[src/fmt_pkg.sv]
// Shared types and constants for the frequency mode tracker.
// No dependencies; imported by the top level and its checker.
`default_nettype none

package fmt_pkg;

  localparam int DATA_W      = 32;
  localparam int FUNC_W      = 2;
  localparam int OUT_TDATA_W = 72;
  localparam int OUT_EMPTY_BIT = 64;
  localparam int OUT_DROP_BIT  = 65;

  localparam logic [DATA_W-1:0] COUNT_MAX = '1;

  typedef enum logic [FUNC_W-1:0] {
    FUNC_WRITE = 2'd0,
    FUNC_QUERY = 2'd1,
    FUNC_CLEAR = 2'd2,
    FUNC_RSVD  = 2'd3
  } func_t;

endpackage

`default_nettype wire

[src/frequency_mode_tracker_top.sv]
// Frequency mode tracker: table of distinct values with counts and recency ranks.
// One memory holds key, count and rank per entry, swept by a small sequencer.
// Depends on fmt_pkg.
//
// Use: one item enters on the in_ stream (in_tuser = operation, in_tdata = value)
// and one result leaves on the out_ stream for every item. Write counts a value
// (or inserts it), query reads a count, clear empties the table. Each result also
// carries the most frequent value (most recent wins ties) and an empty flag.
// Flow: a write or query item makes two passes over the entry memory (one read
// port, one write port): a match/free-slot scan, then a rank/count update pass
// that also finds the top entry; a clear skips both passes. An item is not
// taken before the last one's result has gone into the output register.
// in_tready is high only while the sequencer is idle; a finished result sits in
// the output register and the next item may be taken while it waits. If the
// receiver still stalls when the next result is done, the sequencer waits.
// Reset (rst_n low, synchronous) empties the table, drops any pending result and
// sets default_value to 0. cfg_wr_en may be used only while no item is in work.
`default_nettype none

module frequency_mode_tracker_top #(
  parameter int ENTRIES = 16
) (
  input  logic                             clk,
  input  logic                             rst_n,
  input  logic                             in_tvalid,
  output logic                             in_tready,
  input  logic [fmt_pkg::DATA_W-1:0]       in_tdata,   // value
  input  logic [fmt_pkg::FUNC_W-1:0]       in_tuser,   // func
  output logic                             out_tvalid,
  input  logic                             out_tready,
  // count [31:0], top_value [63:32], is_empty [64], dropped [65], zero fill
  output logic [fmt_pkg::OUT_TDATA_W-1:0]  out_tdata,
  input  logic                             cfg_wr_en,
  input  logic [fmt_pkg::DATA_W-1:0]       cfg_wr_data // default_value
);
  import fmt_pkg::*;

  localparam int IW = (ENTRIES > 1) ? $clog2(ENTRIES) : 1;
  localparam int CW = $clog2(ENTRIES + 1);
  localparam logic [CW-1:0] LAST_CNT = CW'(ENTRIES);

  typedef enum logic [1:0] {
    ST_IDLE,
    ST_SCAN,
    ST_UPD,
    ST_DONE
  } state_t;

  typedef struct packed {
    logic [IW-1:0]     rank;
    logic [DATA_W-1:0] cnt;
    logic [DATA_W-1:0] key;
  } ent_t;

  state_t              state_r;
  logic [CW-1:0]       cnt_r;
  logic                rd_vld_r;
  logic [IW-1:0]       rd_idx_r;
  logic [ENTRIES-1:0]  valid_r;
  func_t               func_r;
  logic [DATA_W-1:0]   key_r;
  logic [DATA_W-1:0]   default_r;

  logic                hit_r;
  logic [IW-1:0]       hit_idx_r;
  logic [IW-1:0]       hit_rank_r;
  logic [DATA_W-1:0]   hit_cnt_r;
  logic                free_vld_r;
  logic [IW-1:0]       free_idx_r;

  logic                best_vld_r;
  logic [DATA_W-1:0]   best_cnt_r;
  logic [IW-1:0]       best_rank_r;
  logic [DATA_W-1:0]   best_key_r;

  logic                       out_tvalid_r;
  logic [OUT_TDATA_W-1:0]     out_tdata_r;

  ent_t                mem_r [ENTRIES];
  ent_t                rd_data_r;

  logic [IW-1:0]       rd_addr;
  logic                issue;
  logic                pass_end;
  logic                act_hit;
  logic                act_ins;
  logic                dropped;
  logic [DATA_W-1:0]   new_cnt;
  logic [DATA_W-1:0]   res_cnt;
  logic                scan_match;
  logic                is_new;
  logic                upd_vld;
  ent_t                upd_word;
  logic                wr_en;
  logic                better;

  assign issue    = (cnt_r < LAST_CNT);
  assign rd_addr  = issue ? cnt_r[IW-1:0] : '0;
  assign pass_end = (cnt_r == LAST_CNT) && rd_vld_r;

  assign act_hit = (func_r == FUNC_WRITE) && hit_r;
  assign act_ins = (func_r == FUNC_WRITE) && !hit_r && free_vld_r;
  assign dropped = (func_r == FUNC_WRITE) && !hit_r && !free_vld_r;
  assign new_cnt = (hit_cnt_r == COUNT_MAX) ? hit_cnt_r : hit_cnt_r + 1'b1;

  always_comb begin
    unique case (func_r)
      FUNC_WRITE: res_cnt = hit_r ? new_cnt : (free_vld_r ? DATA_W'(1) : '0);
      FUNC_QUERY: res_cnt = hit_r ? hit_cnt_r : '0;
      default:    res_cnt = '0;
    endcase
  end

  assign scan_match = valid_r[rd_idx_r] && (rd_data_r.key == key_r);

  // Update pass: new entry, hit entry moved to rank 0, or rank shift of the others, plus the top-entry compare.
  always_comb begin
    is_new   = act_ins && (rd_idx_r == free_idx_r);
    upd_vld  = valid_r[rd_idx_r] || is_new;
    upd_word = rd_data_r;
    if (is_new) begin
      upd_word.rank = '0;
      upd_word.cnt  = DATA_W'(1);
      upd_word.key  = key_r;
    end else if (act_hit && (rd_idx_r == hit_idx_r)) begin
      upd_word.rank = '0;
      upd_word.cnt  = new_cnt;
    end else if (act_hit && (rd_data_r.rank < hit_rank_r)) begin
      upd_word.rank = rd_data_r.rank + 1'b1;
    end else if (act_ins) begin
      upd_word.rank = rd_data_r.rank + 1'b1;
    end
    wr_en  = (state_r == ST_UPD) && rd_vld_r && upd_vld && (act_hit || act_ins);
    better = upd_vld && (!best_vld_r || (upd_word.cnt > best_cnt_r) ||
             ((upd_word.cnt == best_cnt_r) && (upd_word.rank < best_rank_r)));
  end

  // Entry memory: one write port, one registered read port.
  always_ff @(posedge clk) begin
    if (wr_en) begin
      mem_r[rd_idx_r] <= upd_word;
    end
    rd_data_r <= mem_r[rd_addr];
  end

  always_ff @(posedge clk) begin
    if (!rst_n) begin
      state_r      <= ST_IDLE;
      cnt_r        <= '0;
      rd_vld_r     <= 1'b0;
      valid_r      <= '0;
      default_r    <= '0;
      hit_r        <= 1'b0;
      free_vld_r   <= 1'b0;
      best_vld_r   <= 1'b0;
      out_tvalid_r <= 1'b0;
    end else begin
      if (cfg_wr_en) begin
        default_r <= cfg_wr_data;
      end
      if (out_tvalid_r && out_tready) begin
        out_tvalid_r <= 1'b0;
      end
      rd_vld_r <= 1'b0;

      unique case (state_r)
        ST_IDLE: begin
          if (in_tvalid) begin
            func_r     <= func_t'(in_tuser);
            key_r      <= in_tdata;
            hit_r      <= 1'b0;
            free_vld_r <= 1'b0;
            best_vld_r <= 1'b0;
            cnt_r      <= '0;
            if (func_t'(in_tuser) == FUNC_CLEAR) begin
              valid_r <= '0;
              state_r <= ST_DONE;
            end else begin
              state_r <= ST_SCAN;
            end
          end
        end

        ST_SCAN: begin
          if (issue) begin
            rd_vld_r <= 1'b1;
            rd_idx_r <= cnt_r[IW-1:0];
            cnt_r    <= cnt_r + 1'b1;
          end
          if (rd_vld_r) begin
            if (scan_match && !hit_r) begin
              hit_r      <= 1'b1;
              hit_idx_r  <= rd_idx_r;
              hit_rank_r <= rd_data_r.rank;
              hit_cnt_r  <= rd_data_r.cnt;
            end
            if (!valid_r[rd_idx_r] && !free_vld_r) begin
              free_vld_r <= 1'b1;
              free_idx_r <= rd_idx_r;
            end
          end
          if (pass_end) begin
            cnt_r   <= '0;
            state_r <= ST_UPD;
          end
        end

        ST_UPD: begin
          if (issue) begin
            rd_vld_r <= 1'b1;
            rd_idx_r <= cnt_r[IW-1:0];
            cnt_r    <= cnt_r + 1'b1;
          end
          if (rd_vld_r) begin
            if (is_new) begin
              valid_r[rd_idx_r] <= 1'b1;
            end
            if (better) begin
              best_vld_r  <= 1'b1;
              best_cnt_r  <= upd_word.cnt;
              best_rank_r <= upd_word.rank;
              best_key_r  <= upd_word.key;
            end
          end
          if (pass_end) begin
            state_r <= ST_DONE;
          end
        end

        ST_DONE: begin
          if (!out_tvalid_r || out_tready) begin
            out_tvalid_r <= 1'b1;
            out_tdata_r  <= {6'b0, dropped, !best_vld_r,
                             best_vld_r ? best_key_r : default_r, res_cnt};
            state_r      <= ST_IDLE;
          end
        end

        default: state_r <= ST_IDLE;
      endcase
    end
  end

  assign in_tready  = (state_r == ST_IDLE);
  assign out_tvalid = out_tvalid_r;
  assign out_tdata  = out_tdata_r;

endmodule

`default_nettype wire

[config.mk]
export PLATFORM = sky130hd
export DESIGN_NAME = frequency_mode_tracker_top
export DESIGN_NICKNAME = d
export VERILOG_FILES = /design/src/fmt_pkg.sv /design/src/frequency_mode_tracker_top.sv
export SDC_FILE = /design/constraint.sdc
export NUM_CORES = 2
export LEC_CHECK = 0
export BUFFER_PORTS_ARGS = -buffer_cell sky130_fd_sc_hd__clkbuf_2
export CAP_MARGIN = 10
export CELL_PAD_IN_SITES_DETAIL_PLACEMENT = 1
export CELL_PAD_IN_SITES_GLOBAL_PLACEMENT = 2
export CORE_MARGIN = 5
export CORE_UTILIZATION = 45
export CTS_BUF_LIST = sky130_fd_sc_hd__clkbuf_4
export DETAILED_ROUTE_END_ITERATION = 7
export GPL_TIMING_DRIVEN = 0
export PLACE_DENSITY_LB_ADDON = 0.1
export RECOVER_POWER = 100
export SLEW_MARGIN = 20
export SYNTH_ARGS = -nofsm -noshare
export SYNTH_HDL_FRONTEND = slang
export SYNTH_SLANG_ARGS = --single-unit
[constraint.sdc]
create_clock -name clk -period 18.2 [get_ports clk]
set_input_delay 3.64 -clock clk [delete_from_list [all_inputs] [get_ports clk]]
set_output_delay 3.64 -clock clk [all_outputs]
set_load 0.05 [all_outputs]
* Word level (Yosys, flattened, before mapping)
Memories as Yosys holds them, arrays and structs flattened. A register that Yosys moved wholly into a read port is not among the register bits.
Index checks and enable logic that the tools add are counted.
** Cells by class
- Muxes and demuxes :: 48
- $add $sub $neg :: 3
- Reductions and logical operators :: 47
- $lt $le $gt $ge :: 6
- Bitwise gates (word level) :: 1
- Equality and inequality tests :: 22
** Operator list (count)
- 32-bit two-way mux :: 6
- 32-bit == test :: 2
- 16-bit two-way mux :: 4
- 32-bit one-hot mux with 2 select lines :: 1
- 36-bit two-way mux :: 1
- 32-bit by 1-bit adder with 32-bit output, second input constant :: 1
- 32-bit == test, second input constant :: 1
- 32-bit > comparator :: 1
- 16-bit one-hot mux with 2 select lines :: 1
- 4-bit AND reduction :: 7
- 2-bit inequality test, second input constant :: 10
- 1-bit logical AND :: 18
- 1-bit two-way mux :: 16
- 4-bit two-way mux :: 4
- 16-bit bitwise OR :: 1
- 5-bit two-way mux :: 3
- 5-bit one-hot mux with 3 select lines :: 1
- 2-bit two-way mux :: 5
- 3-bit AND reduction :: 3
- 4-bit == test :: 2
- 4-bit less-than comparator :: 2
- 2-bit one-hot mux with 4 select lines :: 1
- 2-bit == test, second input constant :: 3
- 1-bit one-hot mux with 2 select lines :: 3
- other kinds (18) :: 30
** Word-level totals
- Memories kept :: 1
- Register bits after elaboration :: 276
- Logic and storage cells :: 148
- Memory bits (writable) :: 1088
- Bits of input ports :: 71
- Output and inout port bits :: 74
** Memories
- mem_r :: depth 16, bits a word 68, rd ports 1, clocked after Yosys merged registers in 1, wr ports 1, line frequency_mode_tracker_top.sv:79 : ent_t mem_r [ENTRIES];

* Logic depth before layout (Yosys ltp)
- Depth in word-level cells :: 14
- Gate-level depth with buffers :: 16
- Gate-level depth less buffers :: 15

* Worst setup path after synthesis
Ideal clock, no wire load.
- Path type :: register to register
- Start :: register rd_idx_r[0]
- End :: memory mem_r[1][0] (netlist name), enable pin
- Stages on the path, launching flop included :: 8
- Slack :: 9.431 ns
- Buffers on the path :: 1
- Arrival :: 8.108 ns
- Period minus slack after synthesis :: 8.769 ns
- Library setup time :: 0.661 ns
- Data required time :: 17.539 ns
- Path through :: edfxtp_1 -> buf_4 -> mux4_2 -> nor3_1 -> nor3_1 -> o22a_1 -> nand2_1 -> nor4_1
** On the way
- Cells in the longest elaborated chain, start to end :: 7
- Elaborated cells between the ends (all ways) :: 9
- Those cells by class :: eq/ne: 1; mux: 4; reduce/logical: 4
** RTL lines
- from (decl) :: line frequency_mode_tracker_top.sv:58 : logic [IW-1:0] rd_idx_r;
- from (signal assigned) :: line frequency_mode_tracker_top.sv:187 : rd_idx_r <= cnt_r[IW-1:0];
- from (signal assigned) :: line frequency_mode_tracker_top.sv:211 : rd_idx_r <= cnt_r[IW-1:0];
- 1-bit binary-select mux with 4-bit select / 4-bit == test (equally long branches) :: line frequency_mode_tracker_top.sv:119, frequency_mode_tracker_top.sv:118
- 1-bit two-way mux (not written as such) / 1-bit logical AND (equally long branches) :: line frequency_mode_tracker_top.sv:119, frequency_mode_tracker_top.sv:118
- 1-bit logical OR :: line frequency_mode_tracker_top.sv:119 : upd_vld = valid_r[rd_idx_r] || is_new;
- 1-bit logical AND (2 in series) :: line frequency_mode_tracker_top.sv:133 : wr_en = (state_r == ST_UPD) && rd_vld_r && upd_vld && (act_hit || act_ins);
- 1-bit two-way mux :: line frequency_mode_tracker_top.sv:140 : if (wr_en) begin
- 1-bit two-way mux (not written as such) :: line frequency_mode_tracker_top.sv:141 : mem_r[rd_idx_r] <= upd_word;
- to (decl) :: line frequency_mode_tracker_top.sv:79
Several ways; a longest one is shown, not always the timed one. The select of a mux whose other input is x is not followed.

==> report_table.html <==
<table>
<tr><th>Metric</th><th>Value</th></tr>
<tr><th colspan="2">Critical path</th></tr>
<tr><td>Critical Path Sink Type</td><td>register</td></tr>
<tr><td>Cell-by-cell trace of the critical path</td><td>and3_1, clkbuf_1, and4_1, nor4b_1, clkbuf_1, nor3_1, xnor2_1, o21ai_0, ha_1, nand4_1, nor4_1, nand4_1, a211oi_1, o31ai_1, a21oi_1, clkbuf_1, clkbuf_1</td></tr>
<tr><td>CP Buf/Inv Count</td><td>4</td></tr>
<tr><td>Critical setup path kind</td><td>register to register</td></tr>
<tr><td>Cells on worst reg2reg path</td><td>17</td></tr>
<tr><td>CP most frequent cell</td><td>clkbuf_1</td></tr>
<tr><td>Crit path to</td><td>best_key_r[24]$_DFFE_PP_</td></tr>
<tr><td>R2r startpoint</td><td>hit_cnt_r[6]$_DFFE_PP_</td></tr>
<tr><td>Crit path largest cell delay</td><td>1.63 ns</td></tr>
<tr><td>Element type at the critical path start</td><td>register</td></tr>
<tr><td>Data arrival, critical path</td><td>11.80 ns</td></tr>
<tr><td>Max Fanout on Critical Path</td><td>19</td></tr>
<tr><td>Critical path's top delay family</td><td>compound AO/OA/AOI/OAI gates</td></tr>
<tr><td>Worst setup path start</td><td>hit_cnt_r[6]$_DFFE_PP_</td></tr>
<tr><td>Count of cell instances traversed by the critical path</td><td>17</td></tr>
<tr><td>Critical-path cell with the highest stage delay</td><td>o21ai_0</td></tr>
<tr><td>WP data required</td><td>19.00 ns</td></tr>
<tr><td>Reg-to-reg endpoint</td><td>best_key_r[24]$_DFFE_PP_</td></tr>
<tr><td>Register-to-Register Setup Slack</td><td>7.20 ns</td></tr>
<tr><th colspan="2">Logic synthesis</th></tr>
<tr><td>Synth Area per Inst</td><td>18.3 um2</td></tr>
<tr><td>Synth Cell Area</td><td>55900 um2</td></tr>
<tr><td>Proportion of synthesized chip area in sequential cells</td><td>74.7%</td></tr>
<tr><td>Yosys warning count</td><td>0</td></tr>
<tr><td>Proportion of register bits with asynchronous set or reset after synthesis</td><td>0%</td></tr>
<tr><td>Top flip-flop cell by instance count after synthesis</td><td>edfxtp_1</td></tr>
<tr><td>Number of flops mapped to enable cells by yosys</td><td>1304</td></tr>
<tr><td>Syn Inst Count</td><td>3056</td></tr>
<tr><td>Synthesis-stage register bit count</td><td>1432</td></tr>
<tr><td>Cell variety after synth</td><td>61</td></tr>
<tr><th colspan="2">STA</th></tr>
<tr><td>Slew at the pin with the worst max-slew slack</td><td>2.52 ns</td></tr>
<tr><td>Clock skew</td><td>0.0970 ns</td></tr>
<tr><td>Max Transition Viols Final</td><td>866</td></tr>
<tr><td>Final hold slack</td><td>0.437 ns</td></tr>
<tr><td>Slew margin rel.</td><td>-70.0%</td></tr>
<tr><td>Max Clock Freq</td><td>90.9 MHz</td></tr>
<tr><td>Crit share post-route</td><td>60.4%</td></tr>
<tr><td>Shortest period the worst path allows</td><td>11.00 ns</td></tr>
<tr><td>Hold Vio Cnt, Final</td><td>0</td></tr>
<tr><td>Number of endpoints failing setup at the final stage</td><td>0</td></tr>
<tr><td>RSZ-0062 raised after global routing</td><td>false</td></tr>
<tr><th colspan="2">GRT</th></tr>
<tr><td>Global-route wire length before repair</td><td>235 mm</td></tr>
<tr><td>Number of antenna violations at the first check in global routing</td><td>7</td></tr>
<tr><td>Largest net degree at the start of global routing</td><td>32</td></tr>
<tr><td>Gr usage total</td><td>24.7%</td></tr>
<tr><td>Grt ovf</td><td>0</td></tr>
<tr><td>Via count of the first global-routing pass</td><td>34545</td></tr>
<tr><th colspan="2">Clock network</th></tr>
<tr><td>Clock sink count</td><td>1432</td></tr>
<tr><td>CTS Hold Bufs</td><td>0</td></tr>
<tr><td>Maximum buffer depth of the clock tree</td><td>4</td></tr>
<tr><td>Clock-pin slew of the registers on the worst-case setup and hold paths</td><td>0.07 ns</td></tr>
<tr><td>Clock latency reported for the late side of the worst-skew pair</td><td>1.24 ns</td></tr>
<tr><td>Clock tree from TritonCTS</td><td>yes</td></tr>
<tr><td>Master cell of the clock root buffer</td><td>clkbuf_4</td></tr>
<tr><td>Num CTS Buffers</td><td>385</td></tr>
<tr><td>CTS H-Tree Depth</td><td>5</td></tr>
<tr><td>Buffers inserted during post-CTS setup optimization</td><td>0</td></tr>
<tr><td>Post-CTS sizing</td><td>0</td></tr>
<tr><th colspan="2">Route</th></tr>
<tr><td>Number of iterations in the first detailed-routing pass</td><td>7</td></tr>
<tr><td>Antenna Nets Post-Route</td><td>0</td></tr>
<tr><td>Via total after detailed routing</td><td>32074</td></tr>
<tr><td>Routed wire length per instance</td><td>28.6 um</td></tr>
<tr><td>Final Routed Wirelength</td><td>162 mm</td></tr>
<tr><td>Average via count per standard cell</td><td>5.66</td></tr>
<tr><td>Remaining DRCs</td><td>0</td></tr>
<tr><td>Number of DRC markers after the initial detailed-route iteration</td><td>2737</td></tr>
<tr><th colspan="2">Power</th></tr>
<tr><td>Power per standard cell area</td><td>125 nW/um2</td></tr>
<tr><td>Worst voltage drop across the vdd grid</td><td>64.2 uV</td></tr>
<tr><td>Leakage power</td><td>20.9 nW</td></tr>
<tr><td>Share of total power in the clock network</td><td>34.7%</td></tr>
<tr><td>Share of power burned in combinational logic</td><td>16.1%</td></tr>
<tr><td>Sw frac</td><td>27.4%</td></tr>
<tr><td>Sequential share of power</td><td>49.2%</td></tr>
<tr><td>Psw</td><td>2.18 mW</td></tr>
<tr><td>Cell Int Power</td><td>5.78 mW</td></tr>
<tr><th colspan="2">Place</th></tr>
<tr><td>Final weighted congestion in routability-driven placement</td><td>0.778</td></tr>
<tr><td>Post-DP HPWL</td><td>109 mm</td></tr>
<tr><td>Count of buffers inserted at the top-level ports</td><td>136</td></tr>
<tr><td>Inst Count DP</td><td>4970</td></tr>
<tr><th colspan="2">Die</th></tr>
<tr><td>Placement Rows</td><td>129</td></tr>
<tr><td>Die extent in y</td><td>362 um</td></tr>
<tr><td>Initial Util</td><td>45.3%</td></tr>
<tr><td>Area of the core region</td><td>123000 um2</td></tr>
<tr><td>Die Area</td><td>131000 um2</td></tr>
<tr><td>Top-level port count</td><td>145</td></tr>
<tr><td>Die span in x</td><td>362 um</td></tr>
<tr><th colspan="2">Layout</th></tr>
<tr><td>Area growth syn-to-layout</td><td>14.1%</td></tr>
<tr><td>Final-layout fill cell count</td><td>11800</td></tr>
<tr><td>Commonest cells after routing, fill and taps aside</td><td>edfxtp_1, clkbuf_4, clkbuf_1</td></tr>
<tr><td>Total area of sequential cells</td><td>41700 um2</td></tr>
<tr><td>Cell Count, Final, Fillers Out</td><td>5665</td></tr>
<tr><td>Number of nets in the finished design</td><td>3838</td></tr>
<tr><td>Most common cell after layout, fill and taps aside</td><td>edfxtp_1</td></tr>
<tr><td>Area taken by multi-input logic gates</td><td>13200 um2</td></tr>
<tr><td>Share of post-route cells with drive strength above 1</td><td>24.9%</td></tr>
<tr><th colspan="2">Run</th></tr>
<tr><td>Maximum capacitance violations</td><td>49</td></tr>
<tr><th colspan="2">Status</th></tr>
<tr><td>Violations in the final reports</td><td>capacitance limit, slew limit</td></tr>
<tr><td>Outcome</td><td>complete, but fails checks</td></tr>
<tr><th colspan="2">Hold path</th></tr>
<tr><td>Hold Path Origin</td><td>rd_data_r[49]$_DFF_P_</td></tr>
<tr><td>Class of the tightest hold or removal check</td><td>register to register</td></tr>
</table>
-- area by class of cell --
cell class	count	area share, %
antenna	17	0.0668
buffer	166	1.09
clock buffer	568	6.69
clock inverter	110	0.707
inverter	46	0.271
multi-input combinational	1417	20.8
sequential	1432	65.5
tap	1637	3.21
timing repair buffer	272	1.72
-- how the worst min path moves through the flow --
stage                                    endpoint  cells after the start
after global routing      hit_cnt_r[10]$_DFFE_PP_                      0
after CTS                 hit_cnt_r[18]$_DFFE_PP_                      0
after detailed placement  hit_cnt_r[17]$_DFFE_PP_                      0
after floorplan           hit_cnt_r[10]$_DFFE_PP_                      0
final                     hit_cnt_r[17]$_DFFE_PP_                      0
after global placement    hit_cnt_r[11]$_DFFE_PP_                      0
-- metrics by stage --
stage	TNS [ns]	power (mW)	util [%]	instance area, um2	worst slack, ns
global route	0	8.34	51.6	63700	6.45
detailed placement	0	5.30	49.2	60800	10.48
CTS	0	8.08	53.0	65500	10.41
finish	0	7.96	51.6	63700	7.20
floorplan	0	4.83	-	55900	9.43
global placement	-214.65	5.24	47.5	58600	-1.10
-- worst reg2reg max path, stage by stage (launching register included) --
cell	delay, ns
edfxtp_1	0.48
and3_1	0.22
clkbuf_1	0.22
and4_1	0.39
nor4b_1	1.42
clkbuf_1	0.54
nor3_1	0.14
xnor2_1	0.17
o21ai_0	1.63
ha_1	0.32
nand4_1	0.16
nor4_1	0.58
nand4_1	0.46
a211oi_1	0.38
o31ai_1	0.11
a21oi_1	1.34
clkbuf_1	1.04
clkbuf_1	0.94
-- Yosys cell counts, types with 9 or more instances --
cell	count	share of area (%)
ha_1	47	1.1
nand4_1	23	0.26
clkbuf_1	94	0.63
a21oi_1	39	0.35
and2_1	74	0.83
xnor2_1	49	0.77
a31oi_1	69	0.77
xor2_1	53	0.83
nand2_1	301	2.0
buf_1	19	0.13
dfxtp_1	128	4.6
nor3_1	27	0.24
inv_1	45	0.30
a211oi_1	73	0.98
nand3_1	26	0.23
mux4_2	276	11
mux2i_1	35	0.63
mux2_2	32	0.64
nor2_1	93	0.62
buf_2	44	0.39
nor2b_1	42	0.47
nor4_1	26	0.29
edfxtp_1	1304	70
buf_4	9	0.12
o21ai_0	44	0.39
-- per-layer routing --
layer  up-vias  track usage, %  part of all wire [%]
li1      13646               -                     -
met1     16865            34.6                    43
met2      1259            38.7                    47
met3       302            5.59                   7.0
met4         2            8.10                   2.8
met5         -               0                 0.049
-- flip-flops by register name, indices dropped and copies added (netlist names), 32 cells and up --
register,flops
out_tdata,66
mem_r,1088
best_key_r,32
key_r,32
hit_cnt_r,32
best_cnt_r,32
default_r,32
rd_data_r,68
-- logic make-up (layout without fill, tap and decap cells) --
kind of cell,count (synthesis),in the layout,share of synthesized area (%)
compound gates,256,256,2.98
xor+xnor,102,102,1.60
fa+ha+maj,47,47,1.05
buf+inv,212,1162,1.58
flops,1432,1432,74.7
mux,343,343,12.4
other cells,1,23,0.00671
simple gates,663,663,5.71
-- power groups by stage --
stage | Combinational [mW] | Clock, mW | Sequential (mW)
CTS | 1.33 | 2.84 | 3.91
global placement | 1.25 | 0 | 3.98
floorplan | 0.856 | 0 | 3.98
finish | 1.28 | 2.76 | 3.91
detailed placement | 1.33 | 0 | 3.98
global route | 1.39 | 3.04 | 3.92
No activity file was read; power rests on OpenSTA's default activity.
